--- config.mk ---
export PLATFORM = sky130hd
export DESIGN_NAME = touch_button_baseline_qualifier_top_flat
export DESIGN_NICKNAME = d
export VERILOG_FILES = /design/src/tbbq_pkg.sv /design/src/tbbq_in_if.sv /design/src/tbbq_out_if.sv /design/src/touch_button_baseline_qualifier_top.sv /design/src/tbbq_ram.sv /design/src/tbbq_ctrl.sv /design/src/tbbq_dp.sv /design/src/flat_wrapper.sv
export SDC_FILE = /design/constraint.sdc
export NUM_CORES = 2
export LEC_CHECK = 0
export ABC_AREA = 1
export BUFFER_PORTS_ARGS = -buffer_cell sky130_fd_sc_hd__buf_2
export CAP_MARGIN = 20
export CORE_ASPECT_RATIO = 2
export CORE_MARGIN = 5
export CORE_UTILIZATION = 50
export CTS_CLUSTER_DIAMETER = 150
export DETAILED_ROUTE_END_ITERATION = 8
export GPL_ROUTABILITY_DRIVEN = 0
export PLACE_DENSITY = 0.66
export SYNTH_ARGS = -nofsm -noshare
export SYNTH_HDL_FRONTEND = slang
export SYNTH_SLANG_ARGS = --single-unit
--- constraint.sdc ---
create_clock -name clk -period 7.38 [get_ports clk]
set_clock_uncertainty 0.2 [all_clocks]
set_input_delay 0.738 -clock clk [delete_from_list [all_inputs] [get_ports clk]]
set_output_delay 0.738 -clock clk [all_outputs]
set_load 0.01 [all_outputs]
--- src/tbbq_pkg.sv ---
// Shared types and constants for the touch button baseline qualifier.
package tbbq_pkg;

  localparam int RAW_W      = 16;
  localparam int TIME_W     = 32;
  localparam int PCT_W      = 7;
  localparam int CNT_W      = 8;
  localparam int SEC_W      = 23;
  localparam int PROD_W     = RAW_W + PCT_W;
  localparam int SUM_W      = RAW_W + 2;
  localparam int CFG_IDX_W  = 2;
  localparam int CFG_DATA_W = 8;

  // Seconds from milliseconds: floor(now * RECIP / 2^RECIP_SHIFT) == now / 1000
  // for every 32-bit now.
  localparam int unsigned     RECIP_SHIFT = 41;
  localparam logic [TIME_W-1:0] RECIP     = 32'd2199023256;

  // Slot remainder: the quotient by a reciprocal on the first step, the
  // remainder from it on the second. The shift holds for windows up to 31 s.
  localparam int SLOT_SHIFT = SEC_W + 5;
  localparam int MOD_STEPS  = 2;
  localparam int STEP_W     = 1;

  localparam logic [6:0]       PCT_SCALE   = 7'd100;
  localparam logic [SUM_W-1:0] ROUND_HALF  = 18'd2;

  localparam logic [PCT_W-1:0] PRESS_PCT_RST   = 7'd80;
  localparam logic [PCT_W-1:0] RELEASE_PCT_RST = 7'd90;
  localparam logic [CNT_W-1:0] CONFIRM_RST     = 8'd3;

  localparam logic [CFG_IDX_W-1:0] CFG_PRESS_PCT   = 2'd0;
  localparam logic [CFG_IDX_W-1:0] CFG_RELEASE_PCT = 2'd1;
  localparam logic [CFG_IDX_W-1:0] CFG_CONFIRM     = 2'd2;

  typedef enum logic [8:0] {
    ST_IDLE = 9'b000000001,
    ST_MUL  = 9'b000000010,
    ST_MOD  = 9'b000000100,
    ST_RD   = 9'b000001000,
    ST_UPD  = 9'b000010000,
    ST_SCAN = 9'b000100000,
    ST_TAIL = 9'b001000000,
    ST_PROD = 9'b010000000,
    ST_DONE = 9'b100000000
  } state_t;

  typedef struct packed {
    logic load;
    logic mul;
    logic mod_step;
    logic bkt_rd;
    logic bkt_upd;
    logic scan_rd;
    logic prod;
    logic commit;
  } cmd_t;

  typedef struct packed {
    logic arm_next;
    logic scan_last;
  } status_t;

  typedef struct packed {
    logic [PCT_W-1:0] press_pct;
    logic [PCT_W-1:0] release_pct;
    logic [CNT_W-1:0] confirm;
  } cfg_t;

  typedef struct packed {
    logic              result_channel;
    logic              armed;
    logic              press_event;
    logic              release_event;
    logic              is_pressed;
    logic [TIME_W-1:0] hold_ms;
    logic [RAW_W-1:0]  baseline;
  } result_t;

endpackage

--- src/tbbq_in_if.sv ---
// Sample channel: valid/ready handshake with the raw count payload.
interface tbbq_in_if;
  import tbbq_pkg::*;

  logic              valid;
  logic              ready;
  logic              channel;
  logic [RAW_W-1:0]  raw_count;
  logic [TIME_W-1:0] now_ms;

  modport source (output valid, channel, raw_count, now_ms, input ready);
  modport sink   (input valid, channel, raw_count, now_ms, output ready);
endinterface

--- src/tbbq_out_if.sv ---
// Result channel: valid/ready handshake with the qualified button status.
interface tbbq_out_if;
  import tbbq_pkg::*;

  logic              valid;
  logic              ready;
  logic              result_channel;
  logic              armed;
  logic              press_event;
  logic              release_event;
  logic              is_pressed;
  logic [TIME_W-1:0] hold_ms;
  logic [RAW_W-1:0]  baseline;

  modport source (output valid, result_channel, armed, press_event, release_event,
                  is_pressed, hold_ms, baseline, input ready);
  modport sink   (input valid, result_channel, armed, press_event, release_event,
                  is_pressed, hold_ms, baseline, output ready);
endinterface

--- src/touch_button_baseline_qualifier_top.sv ---
// Top level of the touch button baseline qualifier.
//
//  channel  | dir | handshake       | payload
//  ---------+-----+-----------------+-----------------------------------------------
//  in_bus   | in  | valid / ready   | channel, raw_count, now_ms
//  out_bus  | out | valid / ready   | result_channel, armed, press_event,
//           |     |                 | release_event, is_pressed, hold_ms, baseline
//  cfg_*    | in  | cfg_we only     | cfg_index, cfg_wdata (no read-back)
//
// Once armed, a result is loaded into the output register after its accepted
// sample beat has passed states MUL, MOD, RD, UPD, SCAN, TAIL, PROD and DONE;
// while unarmed, UPD goes straight to DONE. Its beat can leave, and the next
// sample beat be taken, in the cycle after the load. The baseline scan makes one
// ring read per cycle through the maxima RAM's single read port; the slot remainder
// adds two steps (reciprocal quotient, then remainder). rst_n is synchronous: it
// clears control, filter state and configuration (80, 90, 3). The ring RAM is
// not cleared. A finished result waits in the output register while the next
// sample is accepted; a stalled sink only holds the controller in its final state.
module touch_button_baseline_qualifier_top #(
  parameter int WINDOW_SECONDS = 16,
  parameter int CHANNELS       = 2
) (
  input  logic                             clk,
  input  logic                             rst_n,
  tbbq_in_if.sink                          in_bus,
  tbbq_out_if.source                       out_bus,
  input  logic                             cfg_we,
  input  logic [tbbq_pkg::CFG_IDX_W-1:0]   cfg_index,
  input  logic [tbbq_pkg::CFG_DATA_W-1:0]  cfg_wdata
);
  import tbbq_pkg::*;

  cfg_t    cfg_r;
  cmd_t    cmd;
  status_t status;
  result_t result;
  result_t out_r;
  logic    out_valid_r;
  logic    out_free;

  // Configuration registers: take a write whenever the enable is high.
  always_ff @(posedge clk) begin
    if (!rst_n) begin
      cfg_r.press_pct   <= PRESS_PCT_RST;
      cfg_r.release_pct <= RELEASE_PCT_RST;
      cfg_r.confirm     <= CONFIRM_RST;
    end else if (cfg_we) begin
      unique case (cfg_index)
        CFG_PRESS_PCT:   cfg_r.press_pct   <= cfg_wdata[PCT_W-1:0];
        CFG_RELEASE_PCT: cfg_r.release_pct <= cfg_wdata[PCT_W-1:0];
        CFG_CONFIRM:     cfg_r.confirm     <= cfg_wdata[CNT_W-1:0];
        default: ;  // drop writes beyond the register list
      endcase
    end
  end

  // The output register is free when empty or when its beat leaves this cycle.
  assign out_free = !out_valid_r || out_bus.ready;

  tbbq_ctrl u_ctrl (
    .clk      (clk),
    .rst_n    (rst_n),
    .in_valid (in_bus.valid),
    .in_ready (in_bus.ready),
    .out_free (out_free),
    .status   (status),
    .cmd      (cmd)
  );

  tbbq_dp #(
    .WINDOW_SECONDS (WINDOW_SECONDS),
    .CHANNELS       (CHANNELS)
  ) u_dp (
    .clk        (clk),
    .rst_n      (rst_n),
    .cmd        (cmd),
    .status     (status),
    .cfg        (cfg_r),
    .in_channel (in_bus.channel),
    .in_raw     (in_bus.raw_count),
    .in_now     (in_bus.now_ms),
    .result     (result)
  );

  // Load the result on commit; hold it until the sink takes the beat.
  always_ff @(posedge clk) begin
    if (!rst_n) begin
      out_valid_r <= 1'b0;
    end else if (cmd.commit) begin
      out_valid_r <= 1'b1;
    end else if (out_bus.ready) begin
      out_valid_r <= 1'b0;
    end
  end

  always_ff @(posedge clk) begin
    if (cmd.commit) out_r <= result;
  end

  assign out_bus.valid          = out_valid_r;
  assign out_bus.result_channel = out_r.result_channel;
  assign out_bus.armed          = out_r.armed;
  assign out_bus.press_event    = out_r.press_event;
  assign out_bus.release_event  = out_r.release_event;
  assign out_bus.is_pressed     = out_r.is_pressed;
  assign out_bus.hold_ms        = out_r.hold_ms;
  assign out_bus.baseline       = out_r.baseline;
endmodule

--- src/tbbq_ram.sv ---
// Generic single-write, single-read RAM with registered read data.
module tbbq_ram #(
  parameter int WIDTH = 16,
  parameter int DEPTH = 32
) (
  input  logic                                  clk,
  input  logic                                  we,
  input  logic [((DEPTH > 1) ? $clog2(DEPTH) : 1)-1:0] waddr,
  input  logic [WIDTH-1:0]                      wdata,
  input  logic [((DEPTH > 1) ? $clog2(DEPTH) : 1)-1:0] raddr,
  output logic [WIDTH-1:0]                      rdata
);
  logic [WIDTH-1:0] mem [DEPTH];

  always_ff @(posedge clk) begin
    if (we) begin
      mem[waddr] <= wdata;
    end
    rdata <= mem[raddr];
  end
endmodule

--- src/tbbq_ctrl.sv ---
// Controller state machine sequencing one sample through the datapath.
module tbbq_ctrl (
  input  logic             clk,
  input  logic             rst_n,
  input  logic             in_valid,
  output logic             in_ready,
  input  logic             out_free,
  input  tbbq_pkg::status_t status,
  output tbbq_pkg::cmd_t    cmd
);
  import tbbq_pkg::*;

  state_t            state_r, state_nxt;
  logic [STEP_W-1:0] step_r, step_nxt;

  always_comb begin
    state_nxt = state_r;
    step_nxt  = step_r;
    unique case (state_r)
      ST_IDLE: begin
        if (in_valid) state_nxt = ST_MUL;
      end
      ST_MUL: begin
        step_nxt  = '0;
        state_nxt = ST_MOD;
      end
      ST_MOD: begin
        step_nxt = step_r + STEP_W'(1);
        if (step_r == STEP_W'(MOD_STEPS - 1)) state_nxt = ST_RD;
      end
      ST_RD:   state_nxt = ST_UPD;
      ST_UPD:  state_nxt = status.arm_next ? ST_SCAN : ST_DONE;
      ST_SCAN: begin
        if (status.scan_last) state_nxt = ST_TAIL;
      end
      ST_TAIL: state_nxt = ST_PROD;
      ST_PROD: state_nxt = ST_DONE;
      ST_DONE: begin
        if (out_free) state_nxt = ST_IDLE;
      end
      default: state_nxt = ST_IDLE;
    endcase
  end

  always_ff @(posedge clk) begin
    if (!rst_n) begin
      state_r <= ST_IDLE;
      step_r  <= '0;
    end else begin
      state_r <= state_nxt;
      step_r  <= step_nxt;
    end
  end

  assign in_ready     = (state_r == ST_IDLE);
  assign cmd.load     = (state_r == ST_IDLE) && in_valid;
  assign cmd.mul      = (state_r == ST_MUL);
  assign cmd.mod_step = (state_r == ST_MOD);
  assign cmd.bkt_rd   = (state_r == ST_RD);
  assign cmd.bkt_upd  = (state_r == ST_UPD);
  assign cmd.scan_rd  = (state_r == ST_SCAN);
  assign cmd.prod     = (state_r == ST_PROD);
  assign cmd.commit   = (state_r == ST_DONE) && out_free;
endmodule

--- src/tbbq_dp.sv ---
// Datapath: per-channel filter state, second-maxima ring, thresholds.
module tbbq_dp #(
  parameter int WINDOW_SECONDS = 16,
  parameter int CHANNELS       = 2
) (
  input  logic                           clk,
  input  logic                           rst_n,
  input  tbbq_pkg::cmd_t                 cmd,
  output tbbq_pkg::status_t              status,
  input  tbbq_pkg::cfg_t                 cfg,
  input  logic                           in_channel,
  input  logic [tbbq_pkg::RAW_W-1:0]     in_raw,
  input  logic [tbbq_pkg::TIME_W-1:0]    in_now,
  output tbbq_pkg::result_t              result
);
  import tbbq_pkg::*;

  localparam int CH_W   = (CHANNELS > 1) ? $clog2(CHANNELS) : 1;
  localparam int DEPTH  = CHANNELS * WINDOW_SECONDS;
  localparam int ADDR_W = (DEPTH > 1) ? $clog2(DEPTH) : 1;
  localparam int SLOT_W = (WINDOW_SECONDS > 1) ? $clog2(WINDOW_SECONDS) : 1;
  localparam int FILL_W = $clog2(WINDOW_SECONDS + 1);
  localparam int QP_W   = SEC_W + SLOT_SHIFT + 1;
  localparam logic [SLOT_SHIFT:0] SLOT_RECIP = (SLOT_SHIFT + 1)'(
    ((64'd1 << SLOT_SHIFT) + 64'(WINDOW_SECONDS - 1)) / 64'(WINDOW_SECONDS));
  localparam logic [FILL_W-1:0] WIN_F   = FILL_W'(WINDOW_SECONDS);
  localparam logic [SLOT_W-1:0] SLOT_LAST = SLOT_W'(WINDOW_SECONDS - 1);

  // Sample capture
  logic              in_ch_r;
  logic [CH_W-1:0]   ch_r;
  logic [RAW_W-1:0]  raw_r;
  logic [TIME_W-1:0] now_r;

  // Seconds and slot
  logic [2*TIME_W-1:0] sec_prod;
  logic [SEC_W-1:0]    sec_r;
  logic [QP_W-1:0]     quo_prod;
  logic [SEC_W-1:0]    quo_r;
  logic [SEC_W-1:0]    rem_full;
  logic [SLOT_W-1:0]   rem_r;

  // Per-channel state
  logic [RAW_W-1:0]  smooth_r    [CHANNELS];
  logic [FILL_W-1:0] filled_r    [CHANNELS];
  logic [SEC_W-1:0]  last_sec_r  [CHANNELS];
  logic              pressed_r   [CHANNELS];
  logic [TIME_W-1:0] press_t0_r  [CHANNELS];
  logic [CNT_W-1:0]  low_run_r   [CHANNELS];

  // Ring access
  logic [SLOT_W-1:0] scan_idx_r;
  logic              scan_vld_r;
  logic [RAW_W-1:0]  scan_max_r;
  logic [ADDR_W-1:0] row_base, cell_addr, raddr;
  logic [RAW_W-1:0]  rdata;
  logic              ram_we;

  // Bucket update
  logic [SUM_W-1:0]  smooth_sum;
  logic [RAW_W-1:0]  smooth_new;
  logic              first;
  logic              new_sec;
  logic [FILL_W-1:0] filled_new;

  // Threshold products
  logic [PROD_W-1:0] r100_r, bp_r, br_r;

  // Decision
  logic              armed, below, above;
  logic [RAW_W-1:0]  base;
  logic [CNT_W-1:0]  run_inc;
  logic              press_ev, release_ev, pressed_new;
  logic [TIME_W-1:0] hold;

  // ---------------- capture
  always_ff @(posedge clk) begin
    if (cmd.load) begin
      in_ch_r <= in_channel;
      ch_r    <= (CHANNELS > 1) ? CH_W'(in_channel) : '0;
      raw_r   <= in_raw;
      now_r   <= in_now;
    end
  end

  // ---------------- seconds and slot, both by reciprocal
  assign sec_prod = 64'(now_r) * 64'(RECIP);
  assign quo_prod = QP_W'(sec_r) * QP_W'(SLOT_RECIP);
  assign rem_full = sec_r - quo_r * SEC_W'(WINDOW_SECONDS);

  // The first mod step forms the quotient, the second the remainder from it.
  always_ff @(posedge clk) begin
    if (cmd.mul) begin
      sec_r <= sec_prod[RECIP_SHIFT +: SEC_W];
    end else if (cmd.mod_step) begin
      quo_r <= quo_prod[SLOT_SHIFT +: SEC_W];
      rem_r <= rem_full[SLOT_W-1:0];
    end
  end

  // ---------------- ring addressing
  assign row_base  = ADDR_W'(ch_r) * ADDR_W'(WINDOW_SECONDS);
  assign cell_addr = row_base + ADDR_W'(rem_r);
  assign raddr     = cmd.bkt_rd ? cell_addr : (row_base + ADDR_W'(scan_idx_r));

  // ---------------- smoothing and bucket update
  assign first      = (filled_r[ch_r] == '0);
  assign smooth_sum = SUM_W'(smooth_r[ch_r]) + SUM_W'({smooth_r[ch_r], 1'b0})
                      + SUM_W'(raw_r) + ROUND_HALF;
  assign smooth_new = first ? raw_r : smooth_sum[SUM_W-1:2];
  assign new_sec    = (sec_r != last_sec_r[ch_r]) || first;
  assign filled_new = (new_sec && (filled_r[ch_r] < WIN_F)) ?
                      filled_r[ch_r] + FILL_W'(1) : filled_r[ch_r];
  assign ram_we     = cmd.bkt_upd && (new_sec || (smooth_new > rdata));

  tbbq_ram #(
    .WIDTH (RAW_W),
    .DEPTH (DEPTH)
  ) u_ring (
    .clk   (clk),
    .we    (ram_we),
    .waddr (cell_addr),
    .wdata (smooth_new),
    .raddr (raddr),
    .rdata (rdata)
  );

  // ---------------- baseline scan
  always_ff @(posedge clk) begin
    if (!rst_n) begin
      scan_vld_r <= 1'b0;
    end else begin
      scan_vld_r <= cmd.scan_rd;
    end
  end

  always_ff @(posedge clk) begin
    if (cmd.bkt_upd) begin
      scan_idx_r <= '0;
      scan_max_r <= '0;
    end else begin
      if (cmd.scan_rd) scan_idx_r <= scan_idx_r + SLOT_W'(1);
      if (scan_vld_r && (rdata > scan_max_r)) scan_max_r <= rdata;
    end
  end

  assign status.arm_next  = (filled_new >= WIN_F);
  assign status.scan_last = (scan_idx_r == SLOT_LAST);

  // ---------------- threshold products
  always_ff @(posedge clk) begin
    if (cmd.prod) begin
      r100_r <= PROD_W'(raw_r) * PROD_W'(PCT_SCALE);
      bp_r   <= PROD_W'(scan_max_r) * PROD_W'(cfg.press_pct);
      br_r   <= PROD_W'(scan_max_r) * PROD_W'(cfg.release_pct);
    end
  end

  // ---------------- press / release decision
  assign armed   = (filled_r[ch_r] >= WIN_F);
  assign base    = armed ? scan_max_r : '0;
  assign below   = (base != '0) && (r100_r <= bp_r);
  assign above   = (base == '0) || (r100_r >= br_r);
  assign run_inc = below ? low_run_r[ch_r] + CNT_W'(1) : '0;

  always_comb begin
    press_ev    = 1'b0;
    release_ev  = 1'b0;
    hold        = '0;
    pressed_new = pressed_r[ch_r];
    if (armed) begin
      if (!pressed_r[ch_r]) begin
        if (run_inc >= cfg.confirm) begin
          press_ev    = 1'b1;
          pressed_new = 1'b1;
        end
      end else if (above) begin
        release_ev  = 1'b1;
        pressed_new = 1'b0;
        hold        = now_r - press_t0_r[ch_r];
      end
    end
  end

  assign result.result_channel = in_ch_r;
  assign result.armed          = armed;
  assign result.press_event    = press_ev;
  assign result.release_event  = release_ev;
  assign result.is_pressed     = pressed_new;
  assign result.hold_ms        = hold;
  assign result.baseline       = base;

  // ---------------- per-channel state
  always_ff @(posedge clk) begin
    if (!rst_n) begin
      for (int c = 0; c < CHANNELS; c++) begin
        smooth_r[c]   <= '0;
        filled_r[c]   <= '0;
        last_sec_r[c] <= '0;
        pressed_r[c]  <= 1'b0;
        press_t0_r[c] <= '0;
        low_run_r[c]  <= '0;
      end
    end else begin
      if (cmd.bkt_upd) begin
        smooth_r[ch_r] <= smooth_new;
        filled_r[ch_r] <= filled_new;
        if (new_sec) last_sec_r[ch_r] <= sec_r;
      end
      if (cmd.commit && armed) begin
        pressed_r[ch_r] <= pressed_new;
        if (!pressed_r[ch_r]) begin
          low_run_r[ch_r] <= press_ev ? '0 : run_inc;
          if (press_ev) press_t0_r[ch_r] <= now_r;
        end
      end
    end
  end
endmodule

--- src/flat_wrapper.sv ---
// flat-port wrapper written by rule: the top's interface ports become plain ports
module touch_button_baseline_qualifier_top_flat import tbbq_pkg::*;
#(
  parameter int WINDOW_SECONDS = 16,
  parameter int CHANNELS       = 2
)
  (clk, rst_n, cfg_we, cfg_index, cfg_wdata, in_bus_valid, in_bus_channel, in_bus_raw_count, in_bus_now_ms, in_bus_ready, out_bus_valid, out_bus_result_channel, out_bus_armed, out_bus_press_event, out_bus_release_event, out_bus_is_pressed, out_bus_hold_ms, out_bus_baseline, out_bus_ready);
  tbbq_in_if in_bus_i ();
  tbbq_out_if out_bus_i ();
  input  logic clk;
  input  logic rst_n;
  input  logic cfg_we;
  input  logic [tbbq_pkg::CFG_IDX_W-1:0] cfg_index;
  input  logic [tbbq_pkg::CFG_DATA_W-1:0] cfg_wdata;
  input wire logic [$bits(in_bus_i.valid)-1:0] in_bus_valid;
  input wire logic [$bits(in_bus_i.channel)-1:0] in_bus_channel;
  input wire logic [$bits(in_bus_i.raw_count)-1:0] in_bus_raw_count;
  input wire logic [$bits(in_bus_i.now_ms)-1:0] in_bus_now_ms;
  output wire logic [$bits(in_bus_i.ready)-1:0] in_bus_ready;
  output wire logic [$bits(out_bus_i.valid)-1:0] out_bus_valid;
  output wire logic [$bits(out_bus_i.result_channel)-1:0] out_bus_result_channel;
  output wire logic [$bits(out_bus_i.armed)-1:0] out_bus_armed;
  output wire logic [$bits(out_bus_i.press_event)-1:0] out_bus_press_event;
  output wire logic [$bits(out_bus_i.release_event)-1:0] out_bus_release_event;
  output wire logic [$bits(out_bus_i.is_pressed)-1:0] out_bus_is_pressed;
  output wire logic [$bits(out_bus_i.hold_ms)-1:0] out_bus_hold_ms;
  output wire logic [$bits(out_bus_i.baseline)-1:0] out_bus_baseline;
  input wire logic [$bits(out_bus_i.ready)-1:0] out_bus_ready;
  assign in_bus_i.valid = in_bus_valid;
  assign in_bus_i.channel = in_bus_channel;
  assign in_bus_i.raw_count = in_bus_raw_count;
  assign in_bus_i.now_ms = in_bus_now_ms;
  assign in_bus_ready = in_bus_i.ready;
  assign out_bus_valid = out_bus_i.valid;
  assign out_bus_result_channel = out_bus_i.result_channel;
  assign out_bus_armed = out_bus_i.armed;
  assign out_bus_press_event = out_bus_i.press_event;
  assign out_bus_release_event = out_bus_i.release_event;
  assign out_bus_is_pressed = out_bus_i.is_pressed;
  assign out_bus_hold_ms = out_bus_i.hold_ms;
  assign out_bus_baseline = out_bus_i.baseline;
  assign out_bus_i.ready = out_bus_ready;
  touch_button_baseline_qualifier_top #(.WINDOW_SECONDS(WINDOW_SECONDS), .CHANNELS(CHANNELS)) u_core (.clk(clk), .rst_n(rst_n), .in_bus(in_bus_i), .out_bus(out_bus_i), .cfg_we(cfg_we), .cfg_index(cfg_index), .cfg_wdata(cfg_wdata));
endmodule
### Word-level counts from Yosys, hierarchy flattened

Memories as Yosys holds them, arrays and structs flattened. A register that Yosys moved wholly into a read port is not among the register bits.
Index checks and enable logic that the tools add are counted.

* bits in registers: 250
* latch bits: 0
* bits in writable memories: 682
* bits in read-only memories: 0
* logic and storage cells: 171
* memories: 7

* add/sub/neg operators: 11
* multiply operators: 4
* div/mod/pow operators: 0
* magnitude comparators: 8
* eq/ne operators: 17
* shift operators: 0
* muxes and demuxes: 68
* bitwise logic cells: 1
* reductions and logical operators: 31

Memory list
* u_core.u_dp.u_ring.mem: words 32, width 16, rd ports 1, clocked after Yosys merged registers in 1, wr ports 1, line tbbq_ram.sv:13 `logic [WIDTH-1:0] mem [DEPTH];`
* u_core.u_dp.press_t0_r: words 2, width 32, rd ports 1, clocked after Yosys merged registers in 1, wr ports 2, line tbbq_dp.sv:48 `logic [TIME_W-1:0] press_t0_r [CHANNELS];`
* u_core.u_dp.last_sec_r: words 2, width 23, rd ports 1, clocked after Yosys merged registers in 1, wr ports 2, line tbbq_dp.sv:46 `logic [SEC_W-1:0] last_sec_r [CHANNELS];`
* u_core.u_dp.smooth_r: words 2, width 16, rd ports 1, clocked after Yosys merged registers in 1, wr ports 2, line tbbq_dp.sv:44 `logic [RAW_W-1:0] smooth_r [CHANNELS];`
* u_core.u_dp.low_run_r: words 2, width 8, rd ports 1, clocked after Yosys merged registers in 1, wr ports 2, line tbbq_dp.sv:49 `logic [CNT_W-1:0] low_run_r [CHANNELS];`
* u_core.u_dp.filled_r: words 2, width 5, rd ports 1, clocked after Yosys merged registers in 1, wr ports 2, line tbbq_dp.sv:45 `logic [FILL_W-1:0] filled_r [CHANNELS];`
* 1 more memories

Operators with widths (number)
* case mux 9 bit (9 select lines): 1
* multiplier 32 x 29 -> 61 bit (second input constant): 1
* two-way mux 1 bit: 50
* two-way mux 16 bit: 3
* multiplier 16 x 7 -> 23 bit: 2
* two-way mux 9 bit: 5
* > comparator 16 bit: 2
* two-way mux 32 bit: 1
* OR reduction 32 bit: 1
* subtractor 32 bit: 1
* two-way mux 8 bit: 3
* greater-or-equal comparator 23 bit: 1
* <= comparator 23 bit: 1
* two-way mux 23 bit: 1
* inequality test 23 bit: 1
* OR reduction 23 bit: 1
* multiplier 16 x 5 -> 21 bit (second input constant): 1
* adder 16 x 17 -> 18 bit: 1
* adder 18 x 16 -> 18 bit: 1
* adder 18 x 2 -> 18 bit (second input constant): 1
* zero test 16 bit: 1
* nonzero test 16 bit: 1
* OR reduction 16 bit: 1
* two-way mux 5 bit: 3
* other kinds (37): 55

### Depth between registers and ports, before layout

* depth in word-level cells: 16
* gate-level depth with buffers: 34

### Hierarchy

A second synthesis with hierarchy kept.

* cells, all modules: 7267
* area total of the unflattened synthesis: 68025.2 µm²

Modules (own cells, without submodules)
* tbbq_dp: times used 1, cells each 5189, area each 43471.7 µm²
* tbbq_ram: times used 1, cells each 1794, area each 21301.7 µm²
* touch_button_baseline_qualifier_top: times used 1, cells each 187, area each 2572.5 µm²
* tbbq_ctrl: times used 1, cells each 97, area each 679.4 µm²

### Worst setup path after synthesis

No wires, ideal clock.

* path type: register -> register
* from: register u_core.u_ctrl.state_r[2]
* to: memory u_core.u_dp.press_t0_r[0][0], enable pin
* arrival: 6.089 ns
* setup slack: 0.625 ns
* cell stages (with the launch flop): 11
* path buffers: 1
* cell sequence: dfxtp_1 > nor2_1 > nand2_1 > nor2_2 > inv_1 > nor3_1 > inv_1 > nor2_1 > nand3_2 > buf_4 > o21ai_0

RTL lines
* start: declaration: line tbbq_ctrl.sv:13 `state_t state_r, state_nxt;`
* start signal: assignment: line tbbq_ctrl.sv:50 `state_r <= state_nxt;`
* end: declaration: line tbbq_dp.sv:48

### Final worst setup path

* from: register u_core.u_dp.now_r[10]
* to: register u_core.u_dp.sec_r[12] (data pin)

* longest elaborated chain between the ends: 1

RTL lines
* start: declaration: line tbbq_dp.sv:33 `logic [TIME_W-1:0] now_r;`
* start signal: assignment: line tbbq_dp.sv:82 `now_r <= in_now;`
* multiplier 32 x 29 -> 61 bit: line tbbq_dp.sv:87 `assign sec_prod = 64'(now_r) * 64'(RECIP);`
* named net u_core.u_dp.sec_prod[53]: line tbbq_dp.sv:36 `logic [2*TIME_W-1:0] sec_prod;`
* end signal: assignment: line tbbq_dp.sv:94 `sec_r <= sec_prod[RECIP_SHIFT +: SEC_W];`
* end: declaration: line tbbq_dp.sv:37 `logic [SEC_W-1:0] sec_r;`

The timed path passes the listed nets, and every way through them passes these cells.
A chain may end at the register's enable or synchronous reset.

==> results.md <==
* Hold Slack at around 0.04 ns
* Async SR Flop Fraction at 0%
* Clock transition at path regs at ~0.07 ns
* Via-to-Cell Ratio at approximately 5.5
* Num Clock Sinks at between 900 and 1000
* Clk root buf: clkbuf_16
* CTS H-tree depth at 3
* Max Root-Sink Buffers at 3
* Yosys cell types at 52
* Port Buffers at 118
* DP HPWL at approximately 160000 um
* IO Count at ~120
* Largest net degree at the start of global routing at ~130
* Share of cells above drive strength 1 at 6.33%
* Setup tns final at 0 ns
* Die Width at 273 um
* Core area at about 0.14 mm^2
* Max stage delay cell, worst path: fa_1
* TritonCTS clock tree: built
* Placed cell area at 0.0721 mm^2
* Clock latency on the worst-skew pair at about 0.73 ns
* Kind of start point of the critical path: flip-flop
* Syn Inst Count at approximately 7600
* Residual DRC at 0
* Final setup fails at 0
* Slew Viols, Final at 0
* Core Rows at ~190
* Outcome: completed
* HP Class: in -> reg
* First-pass DRT Iterations at 8
* YS warnings at 0
* Dominant synthesized flop cell: edfxtp_1
* Pre-CTS setup slack at between 0.4 and 0.5 ns
* Seq/Total Area, Yosys at about 40%
* Drt first-iter violations at around 4500
* Post-route cell area at roughly 0.076 mm^2
* GR Overflow Total at 0
* Vias in the first global route at about 55000
* Layout area overhead at 9.36%
* Critical-path maximum fanout at 8
* Most frequent cell after synthesis: inv_1
* Post-synth top area cell: edfxtp_1
* Critical-path cell list: ha_1, fa_1, fa_1, inv_1, fa_1, inv_1, fa_1, fa_1, fa_1, inv_1, fa_1, inv_1, ha_1, a21oi_1, o21ai_0, and2_1, nor2_1, nor3_1, nor2_1, a21o_1, nand2_1
* Max cap viols at 0
* Most common library cells after synthesis: inv_1, nand2_1, edfxtp_1, nand3_1, ha_1
* Total via count in the routed design at roughly 53000
* Die Span Y at 536 um
* Syn_nets at between 8000 and 9000
* First-pass GRT wire length at between 300000 and 400000 um
* Final Hold Fails at 0
* Min cycle time layout at slightly above 7 ns
* Total track usage at between 30% and 40%
* F_max at 140 MHz
* Mapped Area at between 0.06 and 0.07 mm^2
* Full die area at about 0.15 mm^2
* Most frequent CP cell: fa_1
* RSZ-0062 raised after global routing: false
* Avg Inst Size Synth at 9.14 um^2
* Final ANT Viol Nets at 0
* Fill cells at about 12000
* Worst-margin pin slew at between 1 and 1.5 ns
* Post-synth EDFFs at 876
* Starting Density at about 50%
* Synthesized flop and latch total at between 900 and 1000
* Fin crit share at between 90% and 100%
* Avg WL per Cell at 22.9 um
* Final net count at around 8900
* Antenna violations before repair at 20
* TritonCTS buffer count at a little under 90
* Synth area leaders: edfxtp_1, fa_1, ha_1
* Routed WL at 221000 um
* Data arrival, critical path at between 7 and 8 ns
* Critical path class: reg -> reg
* Critical path data required time at 7.63 ns
* Rel. slew slack at between 20% and 30%
* CP peak stage delay at roughly 0.8 ns
* Setup ws final at 0.226 ns
* Top cell type's share of synthesized area at between 30% and 40%
* CP endpoint kind: flip-flop
-- layout by cell type (no fill, tap or decap), drive strengths merged, types with 104 or more instances in the layout --
| master | instances |
|---|---|
| buf | 254 |
| nor2 | 446 |
| o21ai | 174 |
| ha | 656 |
| edfxtp | 876 |
| nand3 | 688 |
| fa | 462 |
| nand2 | 1528 |
| inv | 1719 |
| clkbuf | 104 |
| a21oi | 269 |
-- metrics by stage --
stage	cells	utilization, %
after global routing	9627	54.8
after global placement	9416	52.3
after detailed placement	9417	52.3
after CTS	9616	54.7
final	9633	54.8
after floorplan	7553	-
-- state kept, by name, indices dropped and copies added, names as in the netlist, 21 cells and up, named ones only --
name,cells
u_core.cfg_r,22
u_core.out_bus.hold_ms,32
u_core.u_dp.bp_r,23
u_core.u_dp.br_r,23
u_core.u_dp.last_sec_r,46
u_core.u_dp.now_r,32
u_core.u_dp.press_t0_r,64
u_core.u_dp.r100_r,21
u_core.u_dp.sec_r,23
u_core.u_dp.smooth_r,32
u_core.u_dp.u_ring.mem,512
-- metal layers --
metal | GRT usage (%) | share of wire [%] | wire [um]
met5 | 0 | 0.055 | 122
met4 | 26.5 | 12 | 25400
met3 | 6.07 | 6.8 | 14900
met2 | 53.3 | 50 | 111000
met1 | 29.5 | 31 | 69500
-- worst paths after layout --
path	start	to	slack, ns	depth (start not counted)
hold reg to reg	u_core.cfg_r[5]	u_core.cfg_r[5]	0.27	2
hold / removal	in_bus_now_ms[13]	u_core.u_dp.now_r[13]	0.04	1
setup reg to reg	u_core.u_dp.now_r[10]	u_core.u_dp.sec_r[12]	0.23	21
setup / recovery	u_core.u_dp.now_r[10]	u_core.u_dp.sec_r[12]	0.23	21
-- critical path: cells and delay by family, from the launching register on --
kind,cells,cell delay [ns]
AO/OA/AOI/OAI,3,0.52
adder cells (fa/ha/maj),9,4.40
AND/OR/NAND/NOR,5,0.80
flip-flops,1,0.65
buffers and inverters,4,0.28
-- cells by family after synthesis --
group	synth area share, %
xor gates and xnor gates	1.10
adders and majority gates	25.3
and+or+nand+nor	17.8
muxes	0.449
buffers and inverters	10.8
DFF	40.2
AOI/OAI and AO/OA	4.40
-- layout make-up --
class / instances / area (um^2) / area share [%]
timing repair buffer: 287 / 2000 / 2.65
antenna: 7 / 17.5 / 0.0232
clock buffer: 104 / 2310 / 3.06
tap: 1852 / 2320 / 3.07
clock inverter: 62 / 694 / 0.919
sequential: 949 / 27800 / 36.8
multi-input combinational: 4662 / 34000 / 45.0
inverter: 1710 / 6420 / 8.50
-- repair_timing --
action | CTS | global route
buffers inserted | 0 | 8
hold buffers | 33 | 0
endpoints found under the hold margin | 33 | 0
endpoints found under the setup margin | 0 | 6
resized for setup | 0 | 2
Power is not shown: default switching activity piles up to over one toggle a cycle in this logic, so the estimate is an artifact.
